## config.mk

```make
export PLATFORM = sky130hd
export DESIGN_NAME = scope_frame_crc16_packer
export DESIGN_NICKNAME = d
export VERILOG_FILES = /design/src/sfcp_pkg.sv /design/src/sfcp_crc_pipe.sv /design/src/sfcp_serializer.sv /design/src/scope_frame_crc16_packer.sv
export VERILOG_INCLUDE_DIRS = /design/src /design/src/src
export SDC_FILE = /design/constraint.sdc
export NUM_CORES = 1
export LEC_CHECK = 0
export BUFFER_PORTS_ARGS = -buffer_cell sky130_fd_sc_hd__buf_2
export CORE_UTILIZATION = 60
export DETAILED_ROUTE_END_ITERATION = 6
export PLACE_DENSITY = 0.78
export SETUP_SLACK_MARGIN = 0.5
export SLEW_MARGIN = 20
export SYNTH_ARGS = -nofsm -noshare
export SYNTH_HDL_FRONTEND = slang
export SYNTH_SLANG_ARGS = --single-unit
```

## constraint.sdc

```tcl
create_clock -name clk -period 11 [get_ports clk]
set_input_delay 2.2 -clock clk [delete_from_list [all_inputs] [get_ports clk]]
set_output_delay 2.2 -clock clk [all_outputs]
set_load 0.02 [all_outputs]
```

## src/assert_macros.svh

```systemverilog
// Assertion macros shared by the frame packer modules.
`ifndef ASSERT_MACROS_SVH
`define ASSERT_MACROS_SVH

// Property that must hold in the same cycle.
`define SFCP_ASSERT(lbl, prop, msg) \
	lbl: assert property (@(posedge clk) disable iff (!arst_n) (prop)) else $error(msg);

// Antecedent in one cycle implies consequent in the next.
`define SFCP_ASSERT_NEXT(lbl, ante, cons, msg) \
	lbl: assert property (@(posedge clk) disable iff (!arst_n) (ante) |=> (cons)) else $error(msg);

`endif

```

## src/sfcp_pkg.sv

```systemverilog
// Types, constants and CRC-16/MODBUS functions for the scope frame packer.
package sfcp_pkg;

	localparam int unsigned FRAME_BYTES = 10;
	localparam int unsigned CNT_W = $clog2(FRAME_BYTES);
	localparam logic [CNT_W-1:0] LAST_IDX = CNT_W'(FRAME_BYTES - 1);
	localparam logic [15:0] CRC_INIT = 16'hFFFF;
	localparam logic [15:0] CRC_POLY = 16'hA001;

	typedef struct packed {
		logic [15:0] crc;
		logic [63:0] data;
	} frame_t;

	// Reflected CRC update over one byte, LSB first.
	function automatic logic [15:0] crc_byte(input logic [15:0] crc_in, input logic [7:0] din);
		logic [15:0] c;
		c = crc_in ^ {8'h00, din};
		for (int i = 0; i < 8; i++) begin
			c = c[0] ? ((c >> 1) ^ CRC_POLY) : (c >> 1);
		end
		return c;
	endfunction

	// Update over one 16-bit word, low byte first.
	function automatic logic [15:0] crc_word(input logic [15:0] crc_in, input logic [15:0] w);
		return crc_byte(crc_byte(crc_in, w[7:0]), w[15:8]);
	endfunction

endpackage

```

## src/sfcp_crc_pipe.sv

```systemverilog
// Four-stage CRC pipeline: one channel word folded into the CRC per stage.
`include "assert_macros.svh"

module sfcp_crc_pipe (
	input  logic                  clk,
	input  logic                  arst_n,
	input  logic                  start,
	input  logic signed [15:0]    channel_one,
	input  logic signed [15:0]    channel_two,
	input  logic signed [15:0]    channel_three,
	input  logic signed [15:0]    channel_four,
	input  logic                  ld_ok,
	output logic                  busy,
	output logic                  frame_vld,
	output sfcp_pkg::frame_t      frame
);

	logic        v_s1, v_s2, v_s3, v_s4;
	logic [63:0] data_s1, data_s2, data_s3, data_s4;
	logic [15:0] crc_s1, crc_s2, crc_s3, crc_s4;
	logic        adv;

	// Hold the whole pipe while a finished frame waits for the serializer.
	assign busy = v_s4 && !ld_ok;
	assign adv  = !busy;

	always_ff @(posedge clk or negedge arst_n) begin
		if (!arst_n) begin
			v_s1 <= 1'b0;
			v_s2 <= 1'b0;
			v_s3 <= 1'b0;
			v_s4 <= 1'b0;
		end else if (adv) begin
			v_s1 <= start;
			v_s2 <= v_s1;
			v_s3 <= v_s2;
			v_s4 <= v_s3;
		end
	end

	always_ff @(posedge clk) begin
		if (adv) begin
			data_s1 <= {channel_four, channel_three, channel_two, channel_one};
			crc_s1  <= sfcp_pkg::crc_word(sfcp_pkg::CRC_INIT, channel_one);
			data_s2 <= data_s1;
			crc_s2  <= sfcp_pkg::crc_word(crc_s1, data_s1[31:16]);
			data_s3 <= data_s2;
			crc_s3  <= sfcp_pkg::crc_word(crc_s2, data_s2[47:32]);
			data_s4 <= data_s3;
			crc_s4  <= sfcp_pkg::crc_word(crc_s3, data_s3[63:48]);
		end
	end

	assign frame_vld  = v_s4;
	assign frame.crc  = crc_s4;
	assign frame.data = data_s4;

	`SFCP_ASSERT_NEXT(a_stall_hold, busy, v_s4 && $stable(crc_s4) && $stable(data_s4), "stalled frame changed")
	`SFCP_ASSERT_NEXT(a_stall_no_take, busy && start, v_s1 == $past(v_s1), "item taken while busy")

endmodule

```

## src/sfcp_serializer.sv

```systemverilog
// Frame register that shifts out ten bytes, one per cycle.
`include "assert_macros.svh"

module sfcp_serializer (
	input  logic                  clk,
	input  logic                  arst_n,
	input  logic                  frame_vld,
	input  sfcp_pkg::frame_t      frame,
	output logic                  ld_ok,
	output logic                  strobe,
	output logic [7:0]            frame_byte,
	output logic                  last_byte
);

	logic [8*sfcp_pkg::FRAME_BYTES-1:0] shift_q;
	logic [sfcp_pkg::CNT_W-1:0]         cnt_q;
	logic                               act_q;
	logic                               ld;

	// Take the next frame when idle or on the closing byte of the current one.
	assign ld_ok = !act_q || (cnt_q == sfcp_pkg::LAST_IDX);
	assign ld    = frame_vld && ld_ok;

	always_ff @(posedge clk or negedge arst_n) begin
		if (!arst_n) begin
			act_q <= 1'b0;
			cnt_q <= '0;
		end else if (ld) begin
			act_q <= 1'b1;
			cnt_q <= '0;
		end else if (act_q) begin
			if (cnt_q == sfcp_pkg::LAST_IDX) begin
				act_q <= 1'b0;
				cnt_q <= '0;
			end else begin
				cnt_q <= cnt_q + 1'b1;
			end
		end
	end

	always_ff @(posedge clk) begin
		if (ld) begin
			shift_q <= frame;
		end else if (act_q) begin
			shift_q <= shift_q >> 8;
		end
	end

	assign strobe     = act_q;
	assign frame_byte = shift_q[7:0];
	assign last_byte  = act_q && (cnt_q == sfcp_pkg::LAST_IDX);

	`SFCP_ASSERT_NEXT(a_cnt_step, act_q && !last_byte, act_q && cnt_q == $past(cnt_q) + 1'b1, "byte count skipped")
	`SFCP_ASSERT(a_idle_cnt, act_q || cnt_q == '0, "count nonzero while idle")

endmodule

```

## src/scope_frame_crc16_packer.sv

```systemverilog
// Scope frame packer: four channel words to a ten-byte CRC-16/MODBUS frame.
//
// An item is taken on start while busy is low. Its frame goes through a
// four-stage CRC pipeline (one channel word per stage) into a frame register
// that sends one byte per cycle on strobe: eight data bytes, low byte first,
// then CRC low and CRC high, the last with last_byte set. The first byte
// appears once the frame has left the fourth stage and been loaded into the
// frame register. The frame register sets the sustained rate, and frames go
// back to back; busy rises while a finished frame waits for that register,
// and the pipe then holds up to four items, the waiting one included.
module scope_frame_crc16_packer (
	input  logic               clk,
	input  logic               arst_n,
	input  logic               start,
	output logic               busy,
	input  logic signed [15:0] channel_one,
	input  logic signed [15:0] channel_two,
	input  logic signed [15:0] channel_three,
	input  logic signed [15:0] channel_four,
	output logic               strobe,
	output logic [7:0]         frame_byte,
	output logic               last_byte
);

	logic             ld_ok;
	logic             frame_vld;
	sfcp_pkg::frame_t frame;

	sfcp_crc_pipe u_pipe (
		.clk           (clk),
		.arst_n        (arst_n),
		.start         (start),
		.channel_one   (channel_one),
		.channel_two   (channel_two),
		.channel_three (channel_three),
		.channel_four  (channel_four),
		.ld_ok         (ld_ok),
		.busy          (busy),
		.frame_vld     (frame_vld),
		.frame         (frame)
	);

	sfcp_serializer u_ser (
		.clk        (clk),
		.arst_n     (arst_n),
		.frame_vld  (frame_vld),
		.frame      (frame),
		.ld_ok      (ld_ok),
		.strobe     (strobe),
		.frame_byte (frame_byte),
		.last_byte  (last_byte)
	);

endmodule

```

=== Yosys cells after proc, flatten, opt, wreduce, memory -nomap -nowiden ===
Cells that the tools add are included.
W data, S select, Z words.

* Output and inout bits: 11
* Input port bits: 67
* Word-level logic and storage cells: 172
* Flip-flop bits (word level): 409

* Reductions and logical operators: 7
* Eq/ne operators: 1
* Bitwise logic cells: 72
* Multiplexer cells: 72
* $add $sub $neg: 1

{| class="wikitable"
|+ Operators by type and width
! operator !! count
|-
| $mux W16 || 60
|-
| $not A2 Y3 || 64
|-
| $mux W80 || 2
|-
| $xor A16 B8 Y16 || 7
|-
| $mux W14 || 4
|-
| $not A8 Y16 || 1
|-
| $mux W4 || 3
|-
| $add A4 B1 Y4 const B || 1
|-
| $eq A4 B4 Y1 const B || 1
|-
| $logic_and A1 B1 Y1 || 3
|-
| $mux W1 || 3
|-
| $logic_not A1 Y1 || 2
|-
| $reduce_bool A2 Y1 || 1
|-
| $logic_or A1 B1 Y1 || 1
|}

=== Depth between registers and ports, before layout ===
* Word-level depth: 34
* Mapped depth: 6
* Depth with buffers taken out: 5

=== Cells and area by module ===
From an unflattened synthesis, not the netlist that was laid out.

* Cells, all modules: 684
* Area, all modules: 14924.3 µm²

{| class="wikitable"
|+ By module, submodules not included
! module !! sequential area each (µm²) !! area each (µm²) !! cells each !! times used
|-
| sfcp_crc_pipe || 9709.3 || 11233.3 || 479 || 1
|-
| sfcp_serializer || 2527.4 || 3691.0 || 205 || 1
|}

=== Worst setup path before layout ===
Ideal clock, no wire load.

* Path type: register -> output
* Start point: register u_ser.cnt_q[0] (netlist name)
* End point: output port busy
* Arrival: 9162 ps
* Cell stages (with the launch flop): 7
* Slack: -362 ps
* Buffers on the path: 1
* Required time: 8800 ps
* Cell sequence: dfrtp_1 > nor4bb_1 > nand2b_1 > clkbuf_1 > inv_1 > nand2_1 > inv_1

* Longest elaborated chain between the ends: 4

{| class="wikitable"
|+ Ends and longest elaborated chain
! item !! RTL line !! text
|-
| start, declared || sfcp_serializer.sv:16 || <nowiki>logic [sfcp_pkg::CNT_W-1:0] cnt_q;</nowiki>
|-
| start signal, assigned || sfcp_serializer.sv:36 || <nowiki>cnt_q <= cnt_q + 1'b1;</nowiki>
|-
| $eq A4 B4 Y1 || sfcp_serializer.sv:21 || <nowiki>assign ld_ok = !act_q || (cnt_q == sfcp_pkg::LAST_IDX);</nowiki>
|-
| $logic_or A1 B1 Y1 || sfcp_serializer.sv:21 ||
|-
| $logic_not A1 Y1 || sfcp_crc_pipe.sv:24 || <nowiki>assign busy = v_s4 && !ld_ok;</nowiki>
|-
| $logic_and A1 B1 Y1 || sfcp_crc_pipe.sv:24 ||
|-
| end, declared || scope_frame_crc16_packer.sv:15 || <nowiki>output logic busy,</nowiki>
|}

Every way passes these cells.

=== Worst setup path in the final report ===
Same ends and word-level chain as after synthesis.

==> impl_metrics.env <==
export IMPL_postCtsSetupBuffers=0
export IMPL_area_delta_synth_final_pct=13.9
export IMPL_ys_types=27
export IMPL_nNetsFinal=863
export IMPL_post_route_util_pct=69.8
export IMPL_die_w_um=160
export IMPL_first_iter_violations=407
export IMPL_regArea_um2=12200
export IMPL_drt_total_wl_um=21900
export IMPL_io_buffers=77
export IMPL_worstMarginPinSlew_ns=1.09
export IMPL_die_area_um2=25600
export IMPL_fmax_mhz=204
export IMPL_min_path_type="flop to flop"
export IMPL_post_route_min_period_ns=4.91
export IMPL_ys_warn_count=0
export IMPL_grt_usage_pct=17.8
export IMPL_drv_cap=0
export IMPL_rsz0062_at_grt="no"
export IMPL_synth_xor_xnor_area_share_pct=10.4
export IMPL_final_hold_viol_count=0
export IMPL_finalSetupViolCount=0
export IMPL_grt_overflow_total=0
export IMPL_critPathMaxFanout=86
export IMPL_ys_ff_latch=409
export IMPL_synthSimpleGateAreaFrac_pct=0.812
export IMPL_dp_hpwl_um=13200
export IMPL_cts_max_level=2
export IMPL_synth_cells=690
export IMPL_leakagePower_nw=6.14
export IMPL_syn_num_nets=757
export IMPL_row_count=57
export IMPL_cp_data_arrival_time_ns=2.71
export IMPL_period_share_pct=44.7
export IMPL_cts_tree="built"
export IMPL_cts_sinks=409
export IMPL_multiInputGateArea_um2=2620
export IMPL_routed_via_density=5.25
export IMPL_cts_resized=0
export IMPL_synth_compound_area_share_pct=0.268
export IMPL_drt_pre_antenna_iters=4
export IMPL_die_h_um=160
export IMPL_worstPathCellList="nor4bb_1 -> nand2b_1 -> inv_1 -> nand2_8 -> inv_1 -> buf_2"
export IMPL_pin_count=78
export IMPL_maxSlewHeadroom_pct=27.5
export IMPL_start_util_pct=61.3
export IMPL_clockBufferDepth=3
export IMPL_syn_area_um2=15000
export IMPL_yosys_area_share_adder_pct=0
export IMPL_slowest_delay_ns=0.49
export IMPL_wl_per_cell_um=19.0
export IMPL_synth_mux_area_share_pct=5.86
export IMPL_drc=0
export IMPL_synth_top_family_by_area="XOR/XNOR gates"
export IMPL_cpMostUsedCell="inv_1"
export IMPL_peakVddDrop_v=0.000212
export IMPL_n_antenna_cell=0
export IMPL_ctsHoldBuffers=0
export IMPL_status="complete, no violations"
export IMPL_drive_above_1_share_pct=27.5
export IMPL_clk_pin_slew_ns=0.06
export IMPL_cts_made_buffers=40
export IMPL_grt_pass1_wl_um=34300
export IMPL_gp_congestion=0.752
export IMPL_cp_slowest_cell="nand2_8"
export IMPL_crit_family="simple AND/OR/NAND/NOR gates"
export IMPL_insertion_delay_ns=0.52
export IMPL_fillers=1439
export IMPL_cts_root_buffer="clkbuf_16"
export IMPL_critPathLaunchType="flop"
export IMPL_whs_ns=0.415
export IMPL_vias=6047
export IMPL_powerDensity_nw_per_um2=371
export IMPL_yosysSeqAreaShare_pct=81.8
export IMPL_ant_nets=0
export IMPL_avgSynthCellArea_um2=21.7
export IMPL_skew_ns=0.0136
export IMPL_drv_slew=0
export IMPL_cp_data_required_time_ns=8.80
export IMPL_endpoint_kind="primary output"
export IMPL_grt_start_max_net_pins=87
export IMPL_antenna_found_initial=0
export IMPL_tns_ns=0
export IMPL_grt_pass1_vias=6360
export IMPL_path_buf_inv=3
export IMPL_worst_setup_path_type="flop to primary output"
export IMPL_core_um2=24400
-- cell usage after synthesis, drive strengths merged --
| library cell | instances | area share, % |
|---|---|---|
| a21oi | 1 | 0.033 |
| a22o | 2 | 0.12 |
| and2 | 1 | 0.042 |
| and3 | 9 | 0.38 |
| buf | 8 | 0.40 |
| clkbuf | 10 | 0.25 |
| dfrtp | 9 | 1.5 |
| edfxtp | 400 | 80 |
| inv | 5 | 0.13 |
| mux2 | 76 | 5.7 |
| mux2i | 2 | 0.13 |
| nand2 | 3 | 0.075 |
| nand2b | 4 | 0.17 |
| nand3 | 1 | 0.033 |
| nor2 | 2 | 0.050 |
| nor4bb | 1 | 0.067 |
| o21ai | 2 | 0.067 |
| o31ai | 1 | 0.050 |
| xnor2 | 88 | 5.3 |
| xnor3 | 10 | 1.5 |
| xor2 | 52 | 3.1 |
| xor3 | 3 | 0.49 |
-- cell usage in the layout, fill, tap and decap left out, drive strengths merged, types with 3 or more instances in the layout --
| cell | n |
|---|---|
| xnor3 | 10 |
| nand2 | 3 |
| xnor2 | 88 |
| and3 | 9 |
| bufinv | 5 |
| dfrtp | 9 |
| xor2 | 52 |
| edfxtp | 400 |
| inv | 6 |
| clkbuf | 50 |
| xor3 | 3 |
| clkinv | 17 |
| buf | 82 |
| mux2 | 76 |
| nand2b | 4 |
-- through the flow --
step / power, W / cells / area [um^2] / setup slack (ns)
2_1_floorplan: 0.00462 / 690 / 15000 / 3.09
6_report: 0.00631 / 1152 / 17000 / 6.09
3_3_place_gp: 0.00488 / 1078 / 15700 / 6.80
5_1_grt: 0.00662 / 1152 / 17000 / 5.80
3_5_place_dp: 0.00498 / 1078 / 15700 / 6.65
4_1_cts: 0.00638 / 1152 / 17000 / 6.07
-- cell families after synthesis --
logic type                Yosys count
DFF                               409
and+or+nand+nor                    21
xor gates and xnor gates          153
buffers and inverters              23
muxes                              78
AOI/OAI and AO/OA                   6
-- layer usage --
layer  vias up  routed length [um]  GRT usage (%)
li1       2828                   -              -
met2       157               10600           28.4
met4         0                 570           6.84
met3        40                1120           3.32
met5         -                   0              0
met1      3022                9650           24.9
-- report_power, final --
| group | switching (W) | leakage [nW] | internal (W) | total (W) |
|---|---|---|---|---|
| clock network | 0.000547 | 0.655 | 0.000818 | 0.00136 |
| logic | 0.00105 | 1.50 | 0.00101 | 0.00206 |
| registers | 0.000216 | 3.98 | 0.00267 | 0.00288 |
| total | 0.00182 | 6.14 | 0.00450 | 0.00631 |
-- worst paths after layout --
path,start,end,slack (ns),cells after the start
worst min-delay path,u_pipe.data_s2[15]$_DFFE_PN_,u_pipe.data_s3[15]$_DFFE_PN_,0.42,0
worst max-delay path,u_ser.cnt_q[0]$_DFFE_PN0P_,busy,6.09,6
max in group asynchronous,arst_n,u_pipe.v_s1$_DFFE_PN0N_,9.30,1
worst max register to register,u_ser.cnt_q[0]$_DFFE_PN0P_,u_pipe.data_s4[33]$_DFFE_PN_,6.90,6
worst min register to register,u_pipe.data_s2[15]$_DFFE_PN_,u_pipe.data_s3[15]$_DFFE_PN_,0.42,0
min in group asynchronous,arst_n,u_pipe.v_s2$_DFFE_PN0N_,1.52,1
-- cell type report --
type / count / area share (%)
Tap cell: 324 / 2.38
Inverter: 5 / 0.110
Timing Repair Buffer: 82 / 2.48
Sequential cell: 409 / 71.8
Clock buffer: 50 / 6.35
Clock inverter: 24 / 1.49
Multi-Input combinational cell: 258 / 15.4
-- flip-flops by register name (all words and copies together) (netlist names), 64 cells and up --
name,flops
u_pipe.data_s3,64
u_pipe.data_s1,64
u_pipe.data_s4,64
u_ser.shift_q,80
u_pipe.data_s2,64
Power figures use the tool's default switching activity.
